==> src/rtl/lcnc_pkg.sv <==
// ----------------------------------------------------------------------------
// lcnc_pkg: shared types and helpers for the Luhn card number check
// Widths, the word that travels down the conversion chain, brand codes.
// ----------------------------------------------------------------------------
package lcnc_pkg;

  localparam int unsigned CARD_W     = 63;
  localparam int unsigned NUM_DIGITS = 19;
  localparam int unsigned BCD_W      = 4 * NUM_DIGITS;
  localparam int unsigned COUNT_W    = 5;
  localparam int unsigned MAX_DIGITS = 19;
  localparam int unsigned HALF_W     = 7;
  localparam int unsigned SUM_W      = 8;

  typedef enum logic [1:0] {
    BRAND_NONE = 2'd0,
    BRAND_AMEX = 2'd1,
    BRAND_MC   = 2'd2,
    BRAND_VISA = 2'd3
  } brand_e;

  // One word in flight through the binary-to-decimal chain.
  typedef struct packed {
    logic              vld;
    logic [CARD_W-1:0] bin;
    logic [BCD_W-1:0]  bcd;
  } word_t;

  // Luhn contribution of a digit in a doubled position.
  function automatic logic [3:0] luhn_double(input logic [3:0] d);
    logic [4:0] dd;
    begin
      dd = {d, 1'b0};
      if (d >= 4'd5) begin
        dd = dd - 5'd9;
      end
      return dd[3:0];
    end
  endfunction

  // True when the sum is a multiple of ten.
  function automatic logic is_mult10(input logic [SUM_W-1:0] s);
    logic hit;
    begin
      hit = 1'b0;
      for (int k = 0; k * 10 < (1 << SUM_W); k++) begin
        if (s == SUM_W'(k * 10)) begin
          hit = 1'b1;
        end
      end
      return hit;
    end
  endfunction

endpackage

==> src/rtl/lcnc_cell.sv <==
// ----------------------------------------------------------------------------
// lcnc_cell: one shift-and-add-3 step of the binary-to-decimal chain
// Adjusts every decimal digit that is 5 or more, then shifts the next binary
// bit into the decimal digits, and hands the word to the next cell.
// ----------------------------------------------------------------------------
module lcnc_cell (
  input  logic           clk_i,
  input  logic           rst_ni,
  input  lcnc_pkg::word_t word_i,
  output lcnc_pkg::word_t word_o
);

  logic [lcnc_pkg::BCD_W-1:0]  bcd_adj;
  logic [lcnc_pkg::BCD_W-1:0]  bcd_d;
  logic [lcnc_pkg::CARD_W-1:0] bin_d;
  logic                        vld_q;
  logic [lcnc_pkg::BCD_W-1:0]  bcd_q;
  logic [lcnc_pkg::CARD_W-1:0] bin_q;

  always_comb begin
    for (int i = 0; i < lcnc_pkg::NUM_DIGITS; i++) begin
      if (word_i.bcd[4*i +: 4] >= 4'd5) begin
        bcd_adj[4*i +: 4] = word_i.bcd[4*i +: 4] + 4'd3;
      end else begin
        bcd_adj[4*i +: 4] = word_i.bcd[4*i +: 4];
      end
    end
    bcd_d = {bcd_adj[lcnc_pkg::BCD_W-2:0], word_i.bin[lcnc_pkg::CARD_W-1]};
    bin_d = {word_i.bin[lcnc_pkg::CARD_W-2:0], 1'b0};
  end

  always_ff @(posedge clk_i or negedge rst_ni) begin
    if (!rst_ni) begin
      vld_q <= 1'b0;
    end else begin
      vld_q <= word_i.vld;
    end
  end

  always_ff @(posedge clk_i) begin
    bcd_q <= bcd_d;
    bin_q <= bin_d;
  end

  assign word_o = '{vld: vld_q, bin: bin_q, bcd: bcd_q};

endmodule

==> config.mk <==
export PLATFORM = sky130hd
export DESIGN_NAME = lcnc_cell
export DESIGN_NICKNAME = d
export VERILOG_FILES = /design/src/rtl/lcnc_pkg.sv /design/src/rtl/lcnc_cell.sv
export SDC_FILE = /design/constraint.sdc
export NUM_CORES = 1
export LEC_CHECK = 0
export ABC_AREA = 1
export BUFFER_PORTS_ARGS = -buffer_cell sky130_fd_sc_hd__buf_2
export CAP_MARGIN = 20
export CORE_MARGIN = 1
export CORE_UTILIZATION = 25
export CTS_BUF_LIST = sky130_fd_sc_hd__clkbuf_8
export CTS_CLUSTER_DIAMETER = 200
export DETAILED_ROUTE_END_ITERATION = 10
export PLACE_DENSITY = 0.59
export SLEW_MARGIN = 20
export SYNTH_ARGS = -nofsm -noshare
export SYNTH_HDL_FRONTEND = slang
export SYNTH_SLANG_ARGS = --single-unit
export TNS_END_PERCENT = 20
==> constraint.sdc <==
create_clock -name clk_i -period 0.9 [get_ports clk_i]
set_clock_uncertainty 0.15 [all_clocks]
set_input_delay 0.18 -clock clk_i [delete_from_list [all_inputs] [get_ports clk_i]]
set_output_delay 0.18 -clock clk_i [all_outputs]
set_load 0.05 [all_outputs]
==> summary.txt <==
Outcome
  – Run status: finished, violations left
  – Failing checks: negative hold slack, negative setup slack

Worst setup path
  – CP Buf/Inv Count: 1
  – CP max stage cell: dfrtp_1
  – Worst path depth: 1
  – CP cell instances: buf_6
  – Cell family with most CP delay: flip-flops
  – WP data required: 570 ps
  – Crit path largest cell delay: 400 ps
  – Worst Path Max Fanout: 1
  – Worst setup startpoint: vld_q
  – CP Class: reg2out
  – CP Launch Type: flip-flop
  – Arrival time worst endpoint: 990 ps
  – Element type at the critical path end: output pin

Placement
  – Placed cells: 1151
  – Routability congestion estimate: 0.801
  – Placed cell areas: 7970 um2
  – IO buf count: 280
  – Dpl hpwl: 10.4 mm

GRT
  – Vias in the first global route: 5239
  – Global-route wire length before repair: 24.0 mm
  – Total GRT Usage: 15.5%
  – Largest net degree at the start of global routing: 17
  – Grt total ovfl: 0
  – Initial antenna violation count: 1

Die
  – Die W: 143 um
  – Starting density of the core: 25.5%
  – Die Ht: 143 um
  – Die area: 20400 um2
  – Core area: 19500 um2
  – I/O Pins: 282
  – Site Rows: 51

Hold path
  – Hold Crit Depth: 3
  – Min-Delay Path Class: in2reg
  – Worst hold start: word_i[26]

Yosys
  – Ys Warns: 0
  – Ys flop type: dfxtp_1
  – Synth top cells by count: 138 x dfxtp_1, 116 x nand2_1, 89 x inv_1
  – Largest family of logic cells by synthesized area: simple AND/OR/NAND/NOR gates
  – FFs w/ async S/R, synth: 0.719%
  – Most frequent cell after synthesis: dfxtp_1
  – Syn Area/Cell: 9.11 um2
  – Synthesis-stage register bit count: 139
  – Number of enable flip-flop cells after synthesis: 0
  – Largest cells by area after synthesis: dfxtp_1 56%, ha_1 9.6%, nand2_1 8.8%
  – Adder-Cell Fraction of Synth Area: 9.59%
  – Netlist cell types: 18
  – Register area share after synthesis: 56.2%
  – Synth area leader: dfxtp_1
  – Mux contribution to synthesized area: 0%
  – Compound-cell area share of the yosys netlist: 12.0%
  – Cell count after synthesis: 544
  – Synth Area in Simple Gates: 14.8%
  – Post-synth top area share: 55.7%
  – XOR/XNOR Fraction of Synth Area: 0%
  – Post-synth design cell area: 4960 um2
  – Post-Synthesis Net Count: 724

Timing
  – Setup violations, final: 151
  – Fin. max-slew vios: 0
  – Achievable frequency: 756 MHz
  – Hold WS: -111 ps
  – Final clock period utilization by the worst path: 147%
  – Final Hold Viols: 51
  – Setup ws final: -422 ps
  – RSZ-0062 raised after global routing: yes
  – Fin crit period: 1320 ps

Final layout
  – Fill cells: 1574
  – Finished Core Util: 56.4%
  – Area taken by multi-input logic gates: 2180 um2
  – Syn-to-layout area delta: 122%
  – Final std cells w/o fill: 1309
  – Seq. cell area: 2960 um2
  – Layout cell share with drive strength beyond 1: 65.6%
  – Design Area, Final: 11000 um2
  – Fin nets: 1211

CTS
  – CTS tree: built
  – Clk buf depth: 2
  – Post-CTS Setup Bufs: 0
  – Sink Count: 139
  – Num CTS Buffers: 17
  – Reg clk slew, reported paths: 80 ps
  – H-tree depth reported by CTS: 4
  – CTS root buffer: clkbuf_8

Run
  – Max Cap Violations: 0

Detailed routing
  – Via-per-instance ratio: 4.05
  – DR DRC count: 0
  – Final WL: 16.6 mm
  – DR vias: 5302
  – Drt initial violations: 137
  – Drt pass-1 iters: 4
  – Routed Antenna Nets: 0
  – Wire length per cell: 12.7 um

Power and ir drop
  – Leakage power: 5.22 nW
  – Maximum vdd drop: 0.896 mV
  – Pwr/cell area: 1650 nW/um2
report_power, final:
group          internal (W)  switching (W)
sequential          0.00674       0.000329
combinational       0.00244        0.00302
clock               0.00306        0.00254
cells in the final DEF (no fill, tap or decap), drive strengths merged, types with 2 or more instances in the layout:
cell / synthesis / routed
o21ai: 69 / 69
bufinv: 0 / 4
ha: 38 / 38
buf: 2 / 375
dfxtp: 138 / 138
clkinv: 0 / 7
inv: 92 / 94
dlymetal6s4s: 0 / 2
dlygate4sd3: 0 / 89
dlymetal6s2s: 0 / 2
nand3: 34 / 34
nand2: 119 / 119
nor2: 15 / 15
clkbuf: 0 / 20
a21oi: 33 / 33
flip-flops by register name, summed over array words and instances (netlist names):
register and cells:
bin_q 62, vld_q 1, bcd_q 76
per-stage QoR:
step                      TNS, ps  power, W  worst slack [ps]
after floorplan             -3760   0.00955             -58.2
after global placement     -18090    0.0110              -327
after detailed placement   -18800    0.0110              -331
after CTS                  -60800    0.0181              -435
after global routing       -57990    0.0190              -476
final                      -49590    0.0181              -422
metal layers:
metal | track usage (%) | vias to the layer above | part of all wire [%]
met5 | 0 | - | 0
met4 | 6.68 | 0 | 1.7
met3 | 5.70 | 21 | 8.0
met2 | 30.2 | 194 | 55
met1 | 14.4 | 2375 | 35
li1 | - | 2712 | -
worst paths after layout:
check / end
min in group asynchronous: vld_q
max in group asynchronous: vld_q
hold / removal: bcd_q[27]
setup / recovery: word_o[139]
layout make-up:
class	count	share of cell area (%)
Inverter	92	6.33
Clock inverter	13	1.62
Clock buffer	18	2.26
Multi-Input combinational cell	311	19.8
Tap cell	265	3.02
Sequential cell	139	27.0
Antenna cell	1	0.0228
Timing Repair Buffer	470	39.9
logic make-up after synthesis:
group | Yosys count
simple gates | 169
buf+inv | 94
fa+ha+maj | 38
compound gates | 103
flops | 139
other cells | 1
repair_timing:
action,4_1_cts,5_1_grt
hold buffers,112,17
hold endpoints to repair,140,65
resized for setup,478,114
pin swaps,0,5
setup endpoints to repair,139,208
No activity file was read; power rests on OpenSTA's default activity.
