--- src/rtl/lcnc_pkg.sv ---
// ----------------------------------------------------------------------------
// lcnc_pkg: shared types and helpers for the Luhn card number check
// Widths, the word that travels down the conversion chain, brand codes.
// ----------------------------------------------------------------------------
package lcnc_pkg;

  localparam int unsigned CARD_W     = 63;
  localparam int unsigned NUM_DIGITS = 19;
  localparam int unsigned BCD_W      = 4 * NUM_DIGITS;
  localparam int unsigned COUNT_W    = 5;
  localparam int unsigned MAX_DIGITS = 19;
  localparam int unsigned HALF_W     = 7;
  localparam int unsigned SUM_W      = 8;

  typedef enum logic [1:0] {
    BRAND_NONE = 2'd0,
    BRAND_AMEX = 2'd1,
    BRAND_MC   = 2'd2,
    BRAND_VISA = 2'd3
  } brand_e;

  // One word in flight through the binary-to-decimal chain.
  typedef struct packed {
    logic              vld;
    logic [CARD_W-1:0] bin;
    logic [BCD_W-1:0]  bcd;
  } word_t;

  // Luhn contribution of a digit in a doubled position.
  function automatic logic [3:0] luhn_double(input logic [3:0] d);
    logic [4:0] dd;
    begin
      dd = {d, 1'b0};
      if (d >= 4'd5) begin
        dd = dd - 5'd9;
      end
      return dd[3:0];
    end
  endfunction

  // True when the sum is a multiple of ten.
  function automatic logic is_mult10(input logic [SUM_W-1:0] s);
    logic hit;
    begin
      hit = 1'b0;
      for (int k = 0; k * 10 < (1 << SUM_W); k++) begin
        if (s == SUM_W'(k * 10)) begin
          hit = 1'b1;
        end
      end
      return hit;
    end
  endfunction

endpackage

--- src/rtl/lcnc_classify.sv ---
// ----------------------------------------------------------------------------
// lcnc_classify: Luhn sum, digit count and brand from the decimal digits
// Two stages: partial Luhn sums, count and prefix match; then the total,
// the mod-10 test and the final brand.
// ----------------------------------------------------------------------------
module lcnc_classify (
  input  logic                          clk_i,
  input  logic                          rst_ni,
  input  lcnc_pkg::word_t               word_i,
  output logic                          result_valid_o,
  output logic [1:0]                    brand_o,
  output logic                          luhn_ok_o,
  output logic [lcnc_pkg::COUNT_W-1:0]  digit_count_o
);

  logic [3:0]                   dig [lcnc_pkg::NUM_DIGITS];
  logic [lcnc_pkg::HALF_W-1:0]  s_odd_d, s_even_d;
  logic [lcnc_pkg::COUNT_W-1:0] cnt_d;
  lcnc_pkg::brand_e             cand_d;
  logic                         len_ok_d;

  logic                         vld1_q;
  logic [lcnc_pkg::HALF_W-1:0]  s_odd_q, s_even_q;
  logic [lcnc_pkg::COUNT_W-1:0] cnt_q;
  lcnc_pkg::brand_e             cand_q;
  logic                         len_ok_q;

  logic [lcnc_pkg::SUM_W-1:0]   sum;
  logic                         luhn_d;
  lcnc_pkg::brand_e             brand_d;

  logic                         vld2_q;
  logic                         luhn_q;
  lcnc_pkg::brand_e             brand_q;
  logic [lcnc_pkg::COUNT_W-1:0] cnt2_q;

  // Stage 1.
  always_comb begin
    for (int i = 0; i < lcnc_pkg::NUM_DIGITS; i++) begin
      dig[i] = word_i.bcd[4*i +: 4];
    end
    s_odd_d  = '0;
    s_even_d = '0;
    cnt_d    = '0;
    for (int i = 0; i < lcnc_pkg::NUM_DIGITS; i++) begin
      if ((i % 2) == 0) begin
        s_odd_d = s_odd_d + lcnc_pkg::HALF_W'(dig[i]);
      end else begin
        s_even_d = s_even_d + lcnc_pkg::HALF_W'(lcnc_pkg::luhn_double(dig[i]));
      end
      if (dig[i] != 4'd0) begin
        cnt_d = lcnc_pkg::COUNT_W'(i + 1);
      end
    end
    if (cnt_d > lcnc_pkg::COUNT_W'(lcnc_pkg::MAX_DIGITS)) begin
      cnt_d = lcnc_pkg::COUNT_W'(lcnc_pkg::MAX_DIGITS);
    end
    len_ok_d = (cnt_d == 5'd13) || (cnt_d == 5'd15) || (cnt_d == 5'd16);

    // With the length known, each brand range reduces to its leading digits.
    priority if (cnt_d == 5'd15 && dig[14] == 4'd3 &&
                 (dig[13] == 4'd4 || dig[13] == 4'd7)) begin
      cand_d = lcnc_pkg::BRAND_AMEX;
    end else if (cnt_d == 5'd16 && dig[15] == 4'd5 &&
                 dig[14] >= 4'd1 && dig[14] <= 4'd5) begin
      cand_d = lcnc_pkg::BRAND_MC;
    end else if ((cnt_d == 5'd16 && dig[15] == 4'd4) ||
                 (cnt_d == 5'd13 && dig[12] == 4'd4)) begin
      cand_d = lcnc_pkg::BRAND_VISA;
    end else begin
      cand_d = lcnc_pkg::BRAND_NONE;
    end
  end

  always_ff @(posedge clk_i or negedge rst_ni) begin
    if (!rst_ni) begin
      vld1_q <= 1'b0;
      vld2_q <= 1'b0;
    end else begin
      vld1_q <= word_i.vld;
      vld2_q <= vld1_q;
    end
  end

  always_ff @(posedge clk_i) begin
    s_odd_q  <= s_odd_d;
    s_even_q <= s_even_d;
    cnt_q    <= cnt_d;
    cand_q   <= cand_d;
    len_ok_q <= len_ok_d;
  end

  // Stage 2.
  always_comb begin
    sum    = lcnc_pkg::SUM_W'(s_odd_q) + lcnc_pkg::SUM_W'(s_even_q);
    luhn_d = lcnc_pkg::is_mult10(sum);
    if (len_ok_q && luhn_d) begin
      brand_d = cand_q;
    end else begin
      brand_d = lcnc_pkg::BRAND_NONE;
    end
  end

  always_ff @(posedge clk_i) begin
    luhn_q  <= luhn_d;
    brand_q <= brand_d;
    cnt2_q  <= cnt_q;
  end

  assign result_valid_o = vld2_q;
  assign brand_o        = brand_q;
  assign luhn_ok_o      = luhn_q;
  assign digit_count_o  = cnt2_q;

endmodule

--- config.mk ---
export PLATFORM = sky130hd
export DESIGN_NAME = lcnc_classify
export DESIGN_NICKNAME = d
export VERILOG_FILES = /design/src/rtl/lcnc_pkg.sv /design/src/rtl/lcnc_classify.sv
export SDC_FILE = /design/constraint.sdc
export NUM_CORES = 1
export LEC_CHECK = 0
export BUFFER_PORTS_ARGS = -buffer_cell sky130_fd_sc_hd__buf_2
export CORE_MARGIN = 2
export CORE_UTILIZATION = 52
export DETAILED_ROUTE_END_ITERATION = 10
export PLACE_DENSITY = 0.83
export REMOVE_ABC_BUFFERS = 1
export SLEW_MARGIN = 10
export SYNTH_ARGS = -nofsm -noshare
export SYNTH_HDL_FRONTEND = slang
export SYNTH_SLANG_ARGS = --single-unit
--- constraint.sdc ---
create_clock -name clk_i -period 4.1 [get_ports clk_i]
set_clock_uncertainty 0.2 [all_clocks]
set_input_delay 0.205 -clock clk_i [delete_from_list [all_inputs] [get_ports clk_i]]
set_output_delay 0.205 -clock clk_i [all_outputs]
set_load 0.05 [all_outputs]
==> reports/qor.txt <==
H-tree depth: 2
Yosys cell types: 61
failing checks: setup timing
final worst setup slack: -0.0693 ns
Final Slew Violations: 0
reg2reg end: brand_o[1]$_SDFF_PN0_
post-synthesis async set-or-reset flop share: 0.0625
all-layer global routing usage: 0.250
number of synthesized register bits: 32
I/O pin cnt: 151
CP Capture Point: s_even_q[6]$_DFF_P_
CP Launch Type: input pin
R2R Setup Slk: 0.93 ns
first-pass iteration count of the detailed router: 6
sequential share of the synthesized area: 0.154
Sw Pwr: 2180 µW
Pwr Density: 800 nW/µm²
max-cap viol count: 0
Worst Setup SP: word_i[29]
Starting Density: 0.541
sequential power share: 0.106
first-pass GRT wire length: 17400 µm
final setup vio count: 2
EDFF count, synth: 0
Rows: 32
crit path kind: in -> reg
Sw Share: 0.482
Tmin final: 4.17 ns
Worst-path clk slew: 0.07 ns
initial antenna violation count: 0
Max-slew headroom: 0.313
vias after detailed routing: 4153
placed cells: 710
Final Cycle Share: 1.02
WP data required: 4.08 ns
status: finished with violations
path depth of the worst reg2reg path: 9
CTS tree: done
crit path DAT: 4.15 ns
vias in the first global route: 3968
register area: 651 µm²
Max VDD drop: 385 µV
root buffer cell: clkbuf_8
post-route cell area: 5660 µm²
Clock Tree Buf Depth: 2
most frequent cells in the layout: buf_2, inv_1, buf_4, fa_1
die area: 8860 µm²
multi-input logic area: 3480 µm²
worst skew pair latency: 0.29 ns
synthesis warning total: 0
Placed Area: 5160 µm²
CTS Sinks: 32
mapped cell area: 4220 µm²
core area: 7810 µm²
commonest non-fill, non-tap cell in the layout: buf_2
Die X: 94.1 µm
worst hold slack: 0.0231 ns
GPL Wtd Cong: 0.913
Top FF cell, synth: dfxtp_1
final core occ: 0.725
unrepaired setup endpoints after global routing: yes
Routed Wire Length: 12500 µm
Max Freq: 240 MHz
combinational power share: 0.821
largest net degree at the start of global routing: 13
CP Capture Type: flip-flop
r2r startpoint: s_odd_q[0]$_DFF_P_
fill count: 541
Detail Placement HPWL: 9270 µm
Area Overhead vs Synth: 34.0%
CTS Buf Count: 5
vias per inst: 5.70
Layout Cells excl Fill: 728
die height: 94.1 µm
Overflow after GRT: 0
Worst-Margin Slew: 1.02 ns
Leakage Power: 0.00278 µW
post-synthesis average cell area: 8.97 µm²
Post-DRT Antenna Nets: 0
WL per Instance: 17.2 µm
internal power: 2340 µW
hold crit path type: in -> async
Cells after Synth: 471
nets@finish: 873
crit-path max FO: 3
Final TNS setup: -0.0841 ns
Clock power frac: 0.073
share of cells above drive strength 1: 0.353
endpoints failing hold: 0
PortBufs: 87
DRT iter0 DRCs: 245
DRC viols: 0
Diodes inserted: 0
-- Yosys cell counts, types with 2 or more instances --
library cell,n,area (µm²)
mux2i_1,2,20.0
dfxtp_1,30,601
a21oi_1,28,140
a21o_1,7,52.6
a211oi_1,2,15.0
nor2_1,19,71.3
and3_1,5,31.3
buf_6,2,22.5
fa_1,56,1120
o211ai_1,5,37.5
nor3_1,7,35.0
a2111o_1,2,22.5
inv_1,88,330
a31oi_1,4,25.0
xnor2_1,18,158
dfrtp_1,2,50.1
nor4_1,13,81.3
ha_1,50,626
nand2b_1,15,93.8
nand4_1,3,18.8
o41ai_1,2,17.5
nand3_1,8,40.0
or4_1,3,22.5
nor3b_1,6,45.0
nand2_1,43,161
xor2_1,3,26.3
o21ai_1,2,10.0
or2_1,2,12.5
o21ai_0,11,55.1
a211o_1,2,17.5
-- cell type report --
type	instances	area share
timing repair buffer	151	0.167
multi-input combinational	347	0.614
inverter	88	0.0592
clock buffer	7	0.0170
sequential	32	0.115
clock inverter	1	0.00531
tap	102	0.0225
-- worst min-delay path by stage --
stage / startpoint / endpoint / slack [ns] / cells past startpoint
6_report: rst_ni / result_valid_o$_DFF_PN0_ / 0.02 / 2
5_1_grt: rst_ni / result_valid_o$_DFF_PN0_ / 0.05 / 2
4_1_cts: rst_ni / result_valid_o$_DFF_PN0_ / 0.01 / 2
3_5_place_dp: rst_ni / result_valid_o$_DFF_PN0_ / -0.21 / 1
3_3_place_gp: rst_ni / result_valid_o$_DFF_PN0_ / -0.21 / 1
2_1_floorplan: rst_ni / result_valid_o$_DFF_PN0_ / -0.29 / 0
-- metrics by stage --
step | power (µW) | setup slack [ns]
finish | 4530 | -0.0693
global route | 4930 | -0.140
CTS | 4320 | -0.0150
detailed placement | 3880 | -0.545
global placement | 3670 | -0.422
floorplan | 2920 | -0.375
-- power groups by stage --
stage	clock, µW	combinational [µW]	sequential [µW]
floorplan	0	2440	475
global placement	0	3190	481
detailed placement	0	3390	483
CTS	334	3500	477
global route	349	4100	485
finish	332	3720	479
-- registers in the layout, indices dropped and copies added (netlist names) --
signal and count:
brand_o 2, cand_q 2, cnt_q 5, digit_count_o 5, len_ok_q 1, luhn_ok_o 1, result_valid_o 1, s_even_q 7
s_odd_q 7, vld1_q 1
-- layer usage --
layer  vias up  track usage  routed length (µm)
met1      1981        0.306                4830
met4         0       0.0833                 646
met2       233        0.451                6260
met3        63       0.0353                 779
met5         -            0                   0
li1       1876            -                   -
-- what timing repair did --
| item | in CTS | in global routing |
|---|---|---|
| cloned | 0 | 0 |
| gates resized for setup | 12 | 67 |
| hold buffers | 3 | 0 |
| pin swaps | 7 | 38 |
| endpoints found under the setup margin | 4 | 5 |
| hold endpoints to repair | 4 | 0 |
| buffers inserted | 1 | 6 |
-- critical path: stages --
cell      delay (ns)
buf_8           0.08
inv_6           0.04
ha_4            0.16
nand2b_4        0.15
a21oi_4         0.18
mux2_4          0.32
fa_1            0.49
inv_2           0.04
fa_1            0.54
fa_1            0.46
fa_1            0.52
ha_2            0.19
inv_2           0.04
fa_2            0.37
inv_2           0.06
a21o_1          0.13
a21oi_2         0.06
xnor2_1         0.12
-- cell families (layout without fill, tap and decap cells) --
group	count (synthesis)	in the layout	share of synthesized area
compound gates	81	81	0.129
flops	32	32	0.154
xor+xnor	21	21	0.0435
buf+inv	92	247	0.0856
simple gates	136	136	0.167
mux	3	3	0.00741
fa+ha+maj	106	106	0.414
(Power assumes the default switching activity.)
